`src/rtl/core/ucdp_pkg.sv`:
```
// Shared types and constants of the configuration descriptor parser.
// Used by the parser front, the record queue, the output stage and the top.
// No dependencies.
package ucdp_pkg;

   // channel widths
   localparam int ReqDataW = 24;
   localparam int RspDataW = 88;

   // descriptor scratch bytes and record queue size
   localparam int DescBytes   = 9;
   localparam int QueueDepth  = 4;
   localparam int QueuePtrW   = $clog2(QueueDepth);
   localparam int QueueCntW   = $clog2(QueueDepth + 1);

   // descriptor type codes
   localparam logic [7:0] DT_CONFIG    = 8'd2;
   localparam logic [7:0] DT_INTERFACE = 8'd4;
   localparam logic [7:0] DT_ENDPOINT  = 8'd5;

   // minimum lengths and bit masks
   localparam logic [7:0] MinLenLong     = 8'd9;
   localparam logic [7:0] MinLenEndpoint = 8'd7;
   localparam logic [7:0] MinLenAny      = 8'd2;
   localparam logic [7:0] SelfPoweredBit = 8'h40;
   localparam logic [7:0] XferTypeMask   = 8'h03;

   typedef enum logic [2:0] {
      KIND_CONFIG    = 3'd0,
      KIND_INTERFACE = 3'd1,
      KIND_ENDPOINT  = 3'd2,
      KIND_OTHER     = 3'd3,
      KIND_DONE      = 3'd4,
      KIND_ERROR     = 3'd5
   } kind_type;

   typedef enum logic [2:0] {
      ERR_NONE       = 3'd0,
      ERR_BAD_HEADER = 3'd1,
      ERR_TRUNCATED  = 3'd2,
      ERR_BAD_LENGTH = 3'd3,
      ERR_TOO_SHORT  = 3'd4
   } err_type;

   // one decoded result record
   typedef struct packed {
      kind_type    kind;
      err_type     code;
      logic [7:0]  dtype;
      logic [7:0]  dlen;
      logic [15:0] offset;
      logic [7:0]  val_a;
      logic [7:0]  val_b;
      logic [15:0] val_c;
      logic [7:0]  val_d;
      logic [7:0]  val_e;
      logic        dir_in;
   } rec_type;

   // all records caused by one input byte (one or two)
   typedef struct packed {
      logic    two;
      rec_type first;
      rec_type second;
   } pair_type;

   // queue status seen by the front and the top
   typedef struct packed {
      logic                 full;
      logic                 empty;
      logic [QueueCntW-1:0] count;
   } qstat_type;

endpackage

```
`src/rtl/core/usb_config_descriptor_parser.sv`:
```
// USB configuration descriptor parser, top level.
// Depends on ucdp_pkg, ucdp_front, ucdp_queue and ucdp_back.
//
// Usage:
//   req_*: one word per blob byte: data byte and blob length in tdata,
//   tlast on the final byte of the blob. After that byte the parser starts
//   over at offset 0 for the next blob.
//   rsp_*: one word per decoded record (configuration, interface,
//   endpoint, other, done or error). The record kind is in tuser; tlast
//   marks the final record caused by one input byte.
// Timing:
//   A record passes through the record queue and the output register
//   before it appears on rsp. Bytes that cause zero or one record are taken
//   one per cycle while the record queue is not full. A byte that causes two
//   records holds the single-word output register for both of its words, so
//   a long run of such bytes is paced by that register. A four-entry record
//   queue lets the front keep taking bytes while the output side is stalled;
//   req_tready drops only when that queue is full.
// Reset:
//   Clears the parser (awaiting a header at offset 0), the queue and the
//   output register. Held rsp words stay stable while rsp_tready is low.
module usb_config_descriptor_parser (
   input  logic                          clock,
   input  logic                          reset,
   input  logic                          req_tvalid,
   output logic                          req_tready,
   // [7:0] data_byte, [23:8] blob_length
   input  logic [ucdp_pkg::ReqDataW-1:0] req_tdata,
   input  logic                          req_tlast,
   output logic                          rsp_tvalid,
   input  logic                          rsp_tready,
   // [2:0] error_code, [10:3] desc_type, [18:11] desc_length,
   // [34:19] desc_offset, [42:35] value_a, [50:43] value_b,
   // [66:51] value_c, [74:67] value_d, [82:75] value_e,
   // [83] direction_in, [87:84] zero
   output logic [ucdp_pkg::RspDataW-1:0] rsp_tdata,
   // [2:0] record_kind
   output logic [2:0]                    rsp_tuser,
   output logic                          rsp_tlast
);
   import ucdp_pkg::*;

   logic      push;
   pair_type  push_pair;
   logic      pop;
   pair_type  head;
   qstat_type q_stat;
   rec_type   out_rec;

   ucdp_front u_front (
      .clock     (clock),
      .reset     (reset),
      .in_valid  (req_tvalid),
      .in_ready  (req_tready),
      .in_byte   (req_tdata[7:0]),
      .in_blob   (req_tdata[23:8]),
      .in_last   (req_tlast),
      .q_stat    (q_stat),
      .push      (push),
      .push_pair (push_pair)
   );

   ucdp_queue u_queue (
      .clock     (clock),
      .reset     (reset),
      .push      (push),
      .push_pair (push_pair),
      .pop       (pop),
      .head      (head),
      .stat      (q_stat)
   );

   ucdp_back u_back (
      .clock     (clock),
      .reset     (reset),
      .q_empty   (q_stat.empty),
      .head      (head),
      .pop       (pop),
      .out_valid (rsp_tvalid),
      .out_ready (rsp_tready),
      .out_rec   (out_rec),
      .out_last  (rsp_tlast)
   );

   // pack the record onto the result word
   assign rsp_tuser = out_rec.kind;
   assign rsp_tdata = {4'd0, out_rec.dir_in, out_rec.val_e, out_rec.val_d,
                       out_rec.val_c, out_rec.val_b, out_rec.val_a,
                       out_rec.offset, out_rec.dlen, out_rec.dtype,
                       out_rec.code};

   // queue never overfills
   a_queue_bound: assert property (@(posedge clock) disable iff (reset)
      q_stat.count <= QueueCntW'(QueueDepth))
      else $error("record queue count above depth");

   // a push is never offered while the queue is full
   a_no_push_full: assert property (@(posedge clock) disable iff (reset)
      push |-> !q_stat.full)
      else $error("record push while queue full");

   // error records carry a code
   a_error_coded: assert property (@(posedge clock) disable iff (reset)
      (rsp_tvalid && out_rec.kind == KIND_ERROR) |-> out_rec.code != ERR_NONE)
      else $error("error record without code");

   // other records carry no code
   a_plain_uncoded: assert property (@(posedge clock) disable iff (reset)
      (rsp_tvalid && out_rec.kind != KIND_ERROR) |-> out_rec.code == ERR_NONE)
      else $error("non-error record with error code");

endmodule

```
`src/rtl/core/ucdp_front.sv`:
```
// Parser front: accepts blob bytes, tracks header and descriptor chain,
// and builds the zero, one or two records each byte causes. Depends on ucdp_pkg.
module ucdp_front (
   input  logic              clock,
   input  logic              reset,
   input  logic              in_valid,
   output logic              in_ready,
   input  logic [7:0]        in_byte,
   input  logic [15:0]       in_blob,
   input  logic              in_last,
   input  ucdp_pkg::qstat_type q_stat,
   output logic              push,
   output ucdp_pkg::pair_type push_pair
);
   import ucdp_pkg::*;

   typedef enum logic [1:0] {
      PH_PARSE = 2'b01,
      PH_IDLE  = 2'b10
   } phase_type;

   phase_type   phase_ff, phase_in;
   logic [15:0] pos_ff, pos_in;
   logic [15:0] total_ff, total_in;
   logic [15:0] start_ff, start_in;
   logic [7:0]  bytes_ff [DescBytes];

   logic                       accept;
   logic                       parsing;
   logic [15:0]                rel;
   logic [DescBytes-1:0][7:0]  dv;
   logic [7:0]                 len0;
   logic [15:0]                total_hdr;
   logic [16:0]                start_ext;
   logic [16:0]                total_ext;
   logic [16:0]                start_next;
   logic                       fail;
   rec_type                    fail_rec;
   rec_type                    desc_rec;
   rec_type                    done_rec;
   rec_type                    trunc_rec;
   logic                       emit;
   logic                       done;
   logic                       trunc;

   function automatic rec_type make_error(err_type code, logic [7:0] dtype,
                                          logic [7:0] dlen, logic [15:0] off);
      rec_type r;
      r        = '0;
      r.kind   = KIND_ERROR;
      r.code   = code;
      r.dtype  = dtype;
      r.dlen   = dlen;
      r.offset = off;
      return r;
   endfunction

   assign in_ready = !q_stat.full;
   assign accept   = in_valid & in_ready;
   assign parsing  = (phase_ff == PH_PARSE);

   assign rel       = pos_ff - start_ff;
   assign len0      = bytes_ff[0];
   assign total_hdr = {in_byte, total_ff[7:0]};
   assign start_ext = {1'b0, start_ff};
   assign total_ext = {1'b0, total_ff};
   assign start_next = start_ext + {9'd0, len0};

   // descriptor bytes as seen with the current byte merged in
   always_comb begin
      for (int i = 0; i < DescBytes; i++) begin
         dv[i] = (rel == 16'(i)) ? in_byte : bytes_ff[i];
      end
   end

   // header, length and type checks
   always_comb begin
      fail     = 1'b0;
      fail_rec = '0;
      if (pos_ff == 16'd0) begin
         if (in_blob < 16'(MinLenLong) || in_byte < MinLenLong) begin
            fail     = 1'b1;
            fail_rec = make_error(ERR_BAD_HEADER, 8'd0, 8'd0, pos_ff);
         end
      end else if (pos_ff == 16'd1) begin
         if (in_byte != DT_CONFIG) begin
            fail     = 1'b1;
            fail_rec = make_error(ERR_BAD_HEADER, 8'd0, 8'd0, pos_ff);
         end
      end else if (pos_ff == 16'd2) begin
         fail = 1'b0;
      end else if (pos_ff == 16'd3) begin
         if (total_hdr < 16'(MinLenLong) || total_hdr > in_blob) begin
            fail     = 1'b1;
            fail_rec = make_error(ERR_TRUNCATED, 8'd0, 8'd0, pos_ff);
         end else if ({8'd0, len0} > total_hdr) begin
            fail     = 1'b1;
            fail_rec = make_error(ERR_BAD_LENGTH, bytes_ff[1], len0, 16'd0);
         end
      end else if (rel == 16'd0) begin
         if (start_ext + 17'd2 > total_ext || in_byte < MinLenAny ||
             start_ext + {9'd0, in_byte} > total_ext) begin
            fail     = 1'b1;
            fail_rec = make_error(ERR_BAD_LENGTH, 8'd0, in_byte, start_ff);
         end
      end else if (rel == 16'd1) begin
         if ((in_byte inside {DT_CONFIG, DT_INTERFACE} && len0 < MinLenLong) ||
             (in_byte == DT_ENDPOINT && len0 < MinLenEndpoint)) begin
            fail     = 1'b1;
            fail_rec = make_error(ERR_TOO_SHORT, in_byte, len0, start_ff);
         end
      end
   end

   // decode of a complete descriptor
   always_comb begin
      desc_rec        = '0;
      desc_rec.dtype  = dv[1];
      desc_rec.dlen   = dv[0];
      desc_rec.offset = start_ff;
      case (dv[1])
         DT_CONFIG: begin
            desc_rec.kind  = KIND_CONFIG;
            desc_rec.val_a = dv[5];
            desc_rec.val_b = dv[4];
            desc_rec.val_c = {8'd0, dv[8]};
            desc_rec.val_d = dv[7] & SelfPoweredBit;
         end
         DT_INTERFACE: begin
            desc_rec.kind  = KIND_INTERFACE;
            desc_rec.val_a = dv[2];
            desc_rec.val_b = dv[3];
            desc_rec.val_c = {8'd0, dv[4]};
            desc_rec.val_d = dv[5];
            desc_rec.val_e = dv[6];
         end
         DT_ENDPOINT: begin
            desc_rec.kind   = KIND_ENDPOINT;
            desc_rec.val_a  = dv[2];
            desc_rec.val_b  = dv[3] & XferTypeMask;
            desc_rec.val_c  = {dv[5], dv[4]};
            desc_rec.val_d  = dv[6];
            desc_rec.dir_in = dv[2][7];
         end
         default: begin
            desc_rec.kind = KIND_OTHER;
         end
      endcase
   end

   // end of descriptor, end of chain, early end of blob
   assign emit  = !fail && (pos_ff >= 16'd4) && (rel != 16'd0) &&
                  ({1'b0, rel} + 17'd1 == {9'd0, len0});
   assign done  = emit && (start_next >= total_ext);
   assign trunc = in_last && !fail && !done;

   always_comb begin
      done_rec         = '0;
      done_rec.kind    = KIND_DONE;
      done_rec.offset  = total_ff;
      trunc_rec        = make_error(ERR_TRUNCATED, 8'd0, 8'd0, pos_ff);
   end

   // record pair toward the queue
   always_comb begin
      push_pair.two    = emit && (done || trunc);
      push_pair.first  = fail ? fail_rec : (emit ? desc_rec : trunc_rec);
      push_pair.second = done ? done_rec : trunc_rec;
   end
   assign push = accept && parsing && (fail || emit || in_last);

   // next parser state
   always_comb begin
      phase_in = phase_ff;
      pos_in   = pos_ff;
      total_in = total_ff;
      start_in = start_ff;
      if (accept) begin
         if (parsing) begin
            pos_in = pos_ff + 16'd1;
            if (pos_ff == 16'd2) begin
               total_in = {8'd0, in_byte};
            end else if (pos_ff == 16'd3) begin
               total_in = total_hdr;
            end
            if (emit) begin
               start_in = start_next[15:0];
            end
            if (fail || done) begin
               phase_in = PH_IDLE;
            end
         end
         if (in_last) begin
            phase_in = PH_PARSE;
            pos_in   = 16'd0;
            total_in = 16'd0;
            start_in = 16'd0;
         end
      end
   end

   always_ff @(posedge clock) begin
      if (reset) begin
         phase_ff <= PH_PARSE;
         pos_ff   <= 16'd0;
         total_ff <= 16'd0;
         start_ff <= 16'd0;
      end else begin
         phase_ff <= phase_in;
         pos_ff   <= pos_in;
         total_ff <= total_in;
         start_ff <= start_in;
      end
   end

   // first bytes of the current descriptor, no reset needed
   always_ff @(posedge clock) begin
      if (accept && parsing && rel < 16'(DescBytes)) begin
         bytes_ff[rel[3:0]] <= in_byte;
      end
   end

endmodule

```
`src/rtl/core/ucdp_queue.sv`:
```
// Short record-pair queue between the parser front and the output stage.
// Depends on ucdp_pkg.
module ucdp_queue (
   input  logic                clock,
   input  logic                reset,
   input  logic                push,
   input  ucdp_pkg::pair_type  push_pair,
   input  logic                pop,
   output ucdp_pkg::pair_type  head,
   output ucdp_pkg::qstat_type stat
);
   import ucdp_pkg::*;

   pair_type               slot_ff [QueueDepth];
   logic [QueuePtrW-1:0]   wr_ff, wr_in;
   logic [QueuePtrW-1:0]   rd_ff, rd_in;
   logic [QueueCntW-1:0]   count_ff, count_in;
   logic                   do_push;
   logic                   do_pop;

   assign stat.full  = (count_ff == QueueCntW'(QueueDepth));
   assign stat.empty = (count_ff == '0);
   assign stat.count = count_ff;
   assign head       = slot_ff[rd_ff];

   assign do_push = push && !stat.full;
   assign do_pop  = pop && !stat.empty;

   // pointers and fill count
   always_comb begin
      wr_in    = do_push ? wr_ff + 1'b1 : wr_ff;
      rd_in    = do_pop ? rd_ff + 1'b1 : rd_ff;
      count_in = count_ff;
      if (do_push && !do_pop) begin
         count_in = count_ff + 1'b1;
      end else if (do_pop && !do_push) begin
         count_in = count_ff - 1'b1;
      end
   end

   always_ff @(posedge clock) begin
      if (reset) begin
         wr_ff    <= '0;
         rd_ff    <= '0;
         count_ff <= '0;
      end else begin
         wr_ff    <= wr_in;
         rd_ff    <= rd_in;
         count_ff <= count_in;
      end
   end

   always_ff @(posedge clock) begin
      if (do_push) begin
         slot_ff[wr_ff] <= push_pair;
      end
   end

endmodule

```
`src/rtl/core/ucdp_back.sv`:
```
// Output stage: takes record pairs from the queue and presents them one
// word at a time in an output register. Depends on ucdp_pkg.
module ucdp_back (
   input  logic               clock,
   input  logic               reset,
   input  logic               q_empty,
   input  ucdp_pkg::pair_type head,
   output logic               pop,
   output logic               out_valid,
   input  logic               out_ready,
   output ucdp_pkg::rec_type  out_rec,
   output logic               out_last
);
   import ucdp_pkg::*;

   pair_type cur_ff;
   logic     valid_ff;
   logic     second_ff;
   logic     slot_free;

   assign out_valid = valid_ff;
   assign out_rec   = second_ff ? cur_ff.second : cur_ff.first;
   assign out_last  = second_ff || !cur_ff.two;

   // register frees when empty or when its final word goes out
   assign slot_free = !valid_ff || (out_ready && out_last);
   assign pop       = slot_free && !q_empty;

   always_ff @(posedge clock) begin
      if (reset) begin
         valid_ff  <= 1'b0;
         second_ff <= 1'b0;
      end else if (valid_ff && out_ready && !out_last) begin
         second_ff <= 1'b1;
      end else if (slot_free) begin
         valid_ff  <= !q_empty;
         second_ff <= 1'b0;
      end
   end

   always_ff @(posedge clock) begin
      if (pop) begin
         cur_ff <= head;
      end
   end

endmodule

```
`config.mk`:
```
export PLATFORM = sky130hd
export DESIGN_NAME = usb_config_descriptor_parser
export DESIGN_NICKNAME = d
export VERILOG_FILES = /design/src/rtl/core/ucdp_pkg.sv /design/src/rtl/core/usb_config_descriptor_parser.sv /design/src/rtl/core/ucdp_front.sv /design/src/rtl/core/ucdp_queue.sv /design/src/rtl/core/ucdp_back.sv
export SDC_FILE = /design/constraint.sdc
export NUM_CORES = 1
export LEC_CHECK = 0
export ABC_AREA = 1
export BUFFER_PORTS_ARGS = -buffer_cell sky130_fd_sc_hd__buf_2
export CORE_UTILIZATION = 38
export CTS_CLUSTER_DIAMETER = 150
export DETAILED_ROUTE_END_ITERATION = 8
export SETUP_SLACK_MARGIN = 0.5
export SYNTH_ARGS = -nofsm -noshare
export SYNTH_HDL_FRONTEND = slang
export SYNTH_SLANG_ARGS = --single-unit
```
`constraint.sdc`:
```
create_clock -name clock -period 26 [get_ports clock]
set_clock_uncertainty 0.1 [all_clocks]
set_input_delay 2.6 -clock clock [delete_from_list [all_inputs] [get_ports clock]]
set_output_delay 2.6 -clock clock [all_outputs]
set_load 0.005 [all_outputs]
```
==> run summary, run 1 <==
Die ar.: 0.0844 sq mm
MaxCap Viol Count: 0
H-tree depth: 3
postcts setup bufs: 0
CTS Hold Bufs: 0
relative slew slack: 24.4%
share of cells above drive strength 1: 11.1%
routed via count: 22900
CTS clk-pin slew, worst paths: 0.05 ns
worst r2r src: u_front.start_ff[1]
Hold WS: 0.357 ns
Final setup viols: 0
run status: finished clean
num rows: 105
final core occ: 43.3%
Hold Vio Cnt, Final: 0
min Tclk post-route: 9.55 ns
Core Region: 0.0822 sq mm
Overflow after GRT: 0
worst slew pin tran: 1.13 ns
CTS tree: done
clock sinks: 649
Die W: 290 microns
diode count: 0
Die Span Y: 290 microns
# IOs: 123
worst hold path depth: 2
f_max: 0.105 GHz
Hold EP: u_front.phase_ff[0]
synth top area cells: edfxtp_1 56%, nand2_1 6.1%, nor2_1 5.4%
vias in the first global route: 21400
Post-synth ARST share: 0%
synth unique cells: 63
CTS buffer count: 72
VDD IR max: 0.0000599 V
pin count of the biggest net entering global routing: 111
Skew-Pair Late Insertion Delay: 0.64 ns
cts repair resizes: 0
Placed Area: 0.0332 sq mm
fin. max-slew vios: 0
Req. time, crit path: 26.13 ns
EDFF count, synth: 590
Startpoint Class: input port
Synth Flop Type: edfxtp_1
Worst path slowest cell: nor2_4
global placement routability congestion: 0.955
DR vias/cell: 5.25
Post-Syn Area per Cell: 10.0 sq um
critical hold path startpoint: u_front.phase_ff[0]
Worst Hold Class: reg -> reg
initial antenna violation count: 3
PwrDens: 90.3 mW/mm^2
path depth of the worst reg2reg path: 30
CP Class: in -> reg
crit share post-route: 36.7%
Gate Count Post-Synth: 3147
GR Util All Layers: 20.4%
crit-path leading delay family: simple AND/OR/NAND/NOR gates
final instance area: 0.0356 sq mm
CP peak stage delay: 0.75 ns
DR WL/cell: 20.0 microns
starting density of the core: 38.4%
register area share after synthesis: 59.8%
area grow syn2layout: 12.7%
TNS Setup: 0 ns
clock root buffer: clkbuf_16
Worst path most repeated cell: nand2_1
CP Capture Type: flop
global-route wire length before repair: 131000 microns
Port Buffers: 118
CTS Buffer Depth: 3
DP HPWL: 59400 microns
DRT antenna net count: 0
initial drt markers: 1829
post-synthesis cell area: 0.0316 sq mm
largest area contributor in the netlist: edfxtp_1
# fillers: 7871
Pleak: 14.3 nW
unrepaired setup endpoints after global routing: no
r2r endpoint: u_queue.slot_ff[0][90]
# DRC: 0
Seq cells post-synth: 649
data arrival time of the worst path: 9.69 ns
first-pass iteration count of the detailed router: 5
buffers and inverters on the worst path: 4
worst reg-to-reg setup slack: 18.16 ns
final wirelength: 87300 microns
peak fanout along the critical path: 50
Ys Warns: 0
Final nets: 3387
Yosys top cell area share: 56.0%
==> cell usage in the layout, fill, tap and decap left out, types with 73 or more instances in the layout <==
cell and count:
ha_1 118, o22ai_1 122, o21ai_0 278, a21oi_1 116
buf_2 118, inv_1 319, nand2_1 515, clkbuf_16 73
nand3_1 116, nor2_1 446, edfxtp_1 590
==> power by group <==
part | internal [mW] | switching [mW] | total [mW]
logic | 0.247 | 0.564 | 0.811
registers | 1.32 | 0.0607 | 1.38
clock network | 0.590 | 0.432 | 1.02
total | 2.16 | 1.06 | 3.22
==> synthesized netlist by cell type (3+ instances only) <==
cell / count
nand2_1: 516
mux2i_1: 33
o31ai_2: 6
o21ai_0: 278
dfxtp_1: 59
ha_1: 118
edfxtp_1: 590
fa_1: 4
and2_1: 3
inv_2: 17
o21bai_1: 4
o211ai_1: 17
nand2_4: 3
o311ai_0: 6
xnor2_1: 3
buf_2: 15
nor2_2: 13
clkinv_1: 5
or2_2: 9
o21ai_1: 11
nand3_2: 6
buf_4: 5
a21oi_1: 116
inv_1: 321
o21ai_2: 15
o22ai_1: 122
nand3b_1: 4
buf_6: 5
clkbuf_1: 99
nand4_1: 24
a21boi_0: 8
a21o_1: 3
nor3_1: 30
xor2_1: 37
o32ai_1: 8
nand2_2: 20
nor2_1: 451
buf_1: 8
nor4_1: 10
nand3_1: 116
==> area by class of cell <==
cell class,instances,area [sq um],area share [%]
sequential,649,18900,53.1
multi-input combinational,2024,10900,30.6
clock buffer,86,1900,5.32
tap,1070,1340,3.76
inverter,343,1290,3.63
timing repair buffer,146,801,2.25
clock inverter,46,492,1.38
==> metal layers <==
metal / GRT usage, % / vias up / routed length (microns)
li1: - / 11000 / -
met1: 30.0 / 11000 / 40500
met2: 30.7 / 808 / 38400
met3: 3.72 / 109 / 6540
met4: 5.85 / 0 / 1880
met5: 0 / - / 0
==> worst max path at each step <==
stage / startpoint / endpoint / slack, ns / depth (start not counted)
after floorplan: req_tdata[0] / u_queue.slot_ff[0][100] / 14.94 / 29
after global placement: req_tdata[1] / u_queue.slot_ff[0][100] / 15.97 / 31
after detailed placement: req_tdata[1] / u_queue.slot_ff[0][99] / 15.83 / 31
after CTS: req_tdata[1] / u_queue.slot_ff[0][98] / 16.44 / 31
after global routing: req_tdata[1] / u_queue.slot_ff[0][90] / 15.84 / 31
final: req_tdata[1] / u_queue.slot_ff[0][90] / 16.45 / 31
==> tightest hold or removal path, delay by kind of cell, from the launching register on <==
kind | cells | cell delay (ns)
AND/OR/NAND/NOR | 2 | 0.10
flip-flops | 1 | 0.31
==> flip-flops by register name, indices dropped and copies added, names as in the netlist <==
register          flops
u_back.cur_ff       105
u_queue.count_ff      3
u_front.start_ff     16
u_front.bytes_ff     65
u_queue.slot_ff     420
u_queue.rd_ff         2
u_back.out_valid      1
u_front.pos_ff       16
u_front.phase_ff      2
u_back.second_ff      1
u_front.total_ff     16
u_queue.wr_ff         2
==> cell families after synthesis <==
group,Yosys count,share of synthesized area [%]
buffers and inverters,477,5.91
AOI/OAI and AO/OA,609,11.0
and+or+nand+nor,1216,16.2
other,1,0.0119
muxes,33,1.04
xor gates and xnor gates,40,1.11
DFF,649,59.8
adders and majority gates,122,4.92
==> per-stage QoR <==
step / setup WS [ns] / total power [mW] / instances
after floorplan: 14.94 / 1.92 / 3150
after global placement: 15.97 / 2.22 / 4232
after detailed placement: 15.83 / 2.23 / 4232
after CTS: 16.44 / 3.25 / 4364
after global routing: 15.84 / 3.39 / 4364
final: 16.45 / 3.22 / 4364
(Power assumes the default switching activity.)
==> run 2, diff against run 1 <==
==> constraint.sdc (replaced) <==
create_clock -name clock -period 9.47 [get_ports clock]
set_clock_uncertainty 0.1 [all_clocks]
set_input_delay 0.947 -clock clock [delete_from_list [all_inputs] [get_ports clock]]
set_output_delay 0.947 -clock clock [all_outputs]
set_load 0.005 [all_outputs]
==> run 2 against run 1 <==
Combinational power grew to 2.8 times the previous value. Sequential power grew to 2.8 times the previous value. Flip-flop and latch count stayed put. Global-route usage is 0.18 points lower. Routed wire length is 0.54% lower. Via count is 0.58% higher. Power grew to 2.7 times the previous value. Core utilization is 0.079 points higher. Critical path type unchanged.
==> run summary, run 2 (synthesis gave the netlist of run 1 again) <==
run status: finished clean (unchanged)
cts repair resizes: 0 (unchanged)
final core occ: 43.4% (was 43.3%)
share of cells above drive strength 1: 11.1% (about the same)
CTS clk-pin slew, worst paths: 0.06 ns (was 0.05 ns)
Comb pwr share: 25.4% (was 25.2%)
Startpoint Class: input port (unchanged)
clock sinks: 649 (unchanged)
GR Util All Layers: 20.2% (was 20.4%)
FF+latch area: 0.0189 sq mm (unchanged)
Skew-Pair Late Insertion Delay: 0.63 ns (was 0.64 ns)
f_max: 0.144 GHz
data arrival time of the worst path: 7.33 ns (was 9.69 ns)
DR WL/cell: 19.9 microns (was 20.0 microns)
postcts setup bufs: 0 (unchanged)
CTS Buffer Depth: 3 (unchanged)
area grow syn2layout: 12.9% (was 12.7%)
clock root buffer: clkbuf_16 (unchanged)
worst slew pin tran: 1.41 ns (was 1.13 ns)
initial drt markers: 2069 (was 1829)
routed via count: 23000 (was 22900)
Worst path slowest cell: o21ai_0 (was nor2_4)
min Tclk post-route: 6.93 ns
top register by number of flip-flops: u_queue.slot_ff (unchanged)
register share of total power: 43.1% (was 43.0%)
num rows: 105 (unchanged)
area occupied by multi-input gates: 0.0109 sq mm (unchanged)
MaxCap Viol Count: 0 (unchanged)
VDD IR max: 0.000178 V (was 0.0000599 V)
pin count of the biggest net entering global routing: 108 (was 111)
Final nets: 3390 (was 3387)
TNS Setup: 0 ns (unchanged)
commonest non-fill, non-tap cell in the layout: edfxtp_1 (unchanged)
relative slew slack: 4.98% (was 24.4%)
CP Capture Type: flop (unchanged)
H-tree depth: 3 (unchanged)
unrepaired setup endpoints after global routing: no (unchanged)
peak fanout along the critical path: 22 (was 50)
fin. max-slew vios: 0 (unchanged)
Pleak: 14.4 nW (was 14.3 nW)
PwrDens: 247 mW/mm^2 (was 90.3 mW/mm^2)
DRT antenna net count: 0 (unchanged)
worst r2r src: u_front.start_ff[1] (unchanged)
Worst path most repeated cell: nand2_1 (unchanged)
CTS buffer count: 71 (was 72)
internal power: 5.93 mW (was 2.16 mW)
Clock power frac: 31.5% (was 31.8%)
first-pass iteration count of the detailed router: 6 (was 5)
vias in the first global route: 21300 (was 21400)
Hold Vio Cnt, Final: 0 (unchanged)
critical hold path startpoint: u_front.phase_ff[0] (unchanged)
# DRC: 0 (unchanged)
global-route wire length before repair: 130000 microns (was 131000 microns)
Overflow after GRT: 0 (unchanged)
Core Region: 0.0822 sq mm (unchanged)
Die ar.: 0.0844 sq mm (unchanged)
Port Buffers: 118 (unchanged)
initial antenna violation count: 5 (was 3)
CTS Hold Bufs: 0 (unchanged)
DP HPWL: 58800 microns (was 59400 microns)
CP peak stage delay: 0.53 ns (was 0.75 ns)
switching share of power: 32.8% (was 32.9%)
crit share post-route: 73.2%
global placement routability congestion: 0.938 (was 0.955)
P_sw: 2.89 mW (was 1.06 mW)
Worst Hold Class: reg -> reg (unchanged)
highest-count cells in the layout ignoring fill and taps: 590 x edfxtp_1, 515 x nand2_1, 446 x nor2_1 (unchanged)
Die W: 290 microns (unchanged)
worst setup path start: req_tdata[1] (unchanged)
CTS tree: done (unchanged)
DR vias/cell: 5.28 (was 5.25)
Final setup viols: 0 (unchanged)
CP Class: in -> reg (unchanged)
max FFs per register: 420 (unchanged)
# IOs: 123 (unchanged)
Die Span Y: 290 microns (unchanged)
Power Total: 8.82 mW (was 3.22 mW)
final wirelength: 86800 microns (was 87300 microns)
# fillers: 7767 (was 7871)
starting density of the core: 38.4% (unchanged)
Req. time, crit path: 9.87 ns (was 26.13 ns)
-- run 2: layout make-up --
cell class | instances | share of cell area (%)
Timing Repair Buffer | 150 | 2.47
Inverter | 343 | 3.62
Sequential cell | 649 | 53.0
Clock inverter | 47 | 1.46
Tap cell | 1070 | 3.75
Multi-Input combinational cell | 2024 | 30.5
Antenna cell | 2 | 0.0140
Clock buffer | 81 | 5.17
-- run 2: layer usage --
layer	track usage (%)	up-vias	routed length, microns
li1	-	11100	-
met1	30.1	11000	39800
met2	30.0	890	38000
met3	3.31	119	6990
met4	6.35	0	2110
met5	0	-	0
-- run 2: through the flow --
step           cells  instance area, sq um  setup slack [ns]  hold WS [ns]
6_report        4366                 35700              2.54         0.350
5_1_grt         4364                 35700              1.92         0.381
4_1_cts         4364                 35700              2.58         0.350
3_5_place_dp    4236                 33300              1.95         0.339
3_3_place_gp    4236                 33300              2.00         0.333
2_1_floorplan   3150                 31600            0.0665         0.319
-- run 2: final timing paths --
path | to | slack [ns] | depth (start not counted)
worst max-delay path | u_queue.count_ff[1] | 2.54 | 34
worst min-delay path | u_front.phase_ff[0] | 0.35 | 2
worst max register to register | u_queue.count_ff[1] | 2.59 | 33
worst min register to register | u_front.phase_ff[0] | 0.35 | 2
-- run 2: worst max-delay path, delay by kind of cell --
family	cells	cell delay, ns
compound gates	7	1.51
xor+xnor	1	0.18
fa+ha+maj	4	1.37
buf+inv	4	0.90
simple gates	18	2.42
-- run 2: power by group through the flow --
stage               clock network, mW  registers (mW)  logic [mW]
finish                           2.78            3.80        2.24
global route                     2.95            3.83        2.52
CTS                              2.83            3.80        2.27
detailed placement                  0            3.86        2.26
global placement                    0            3.86        2.24
floorplan                           0            3.82        1.46
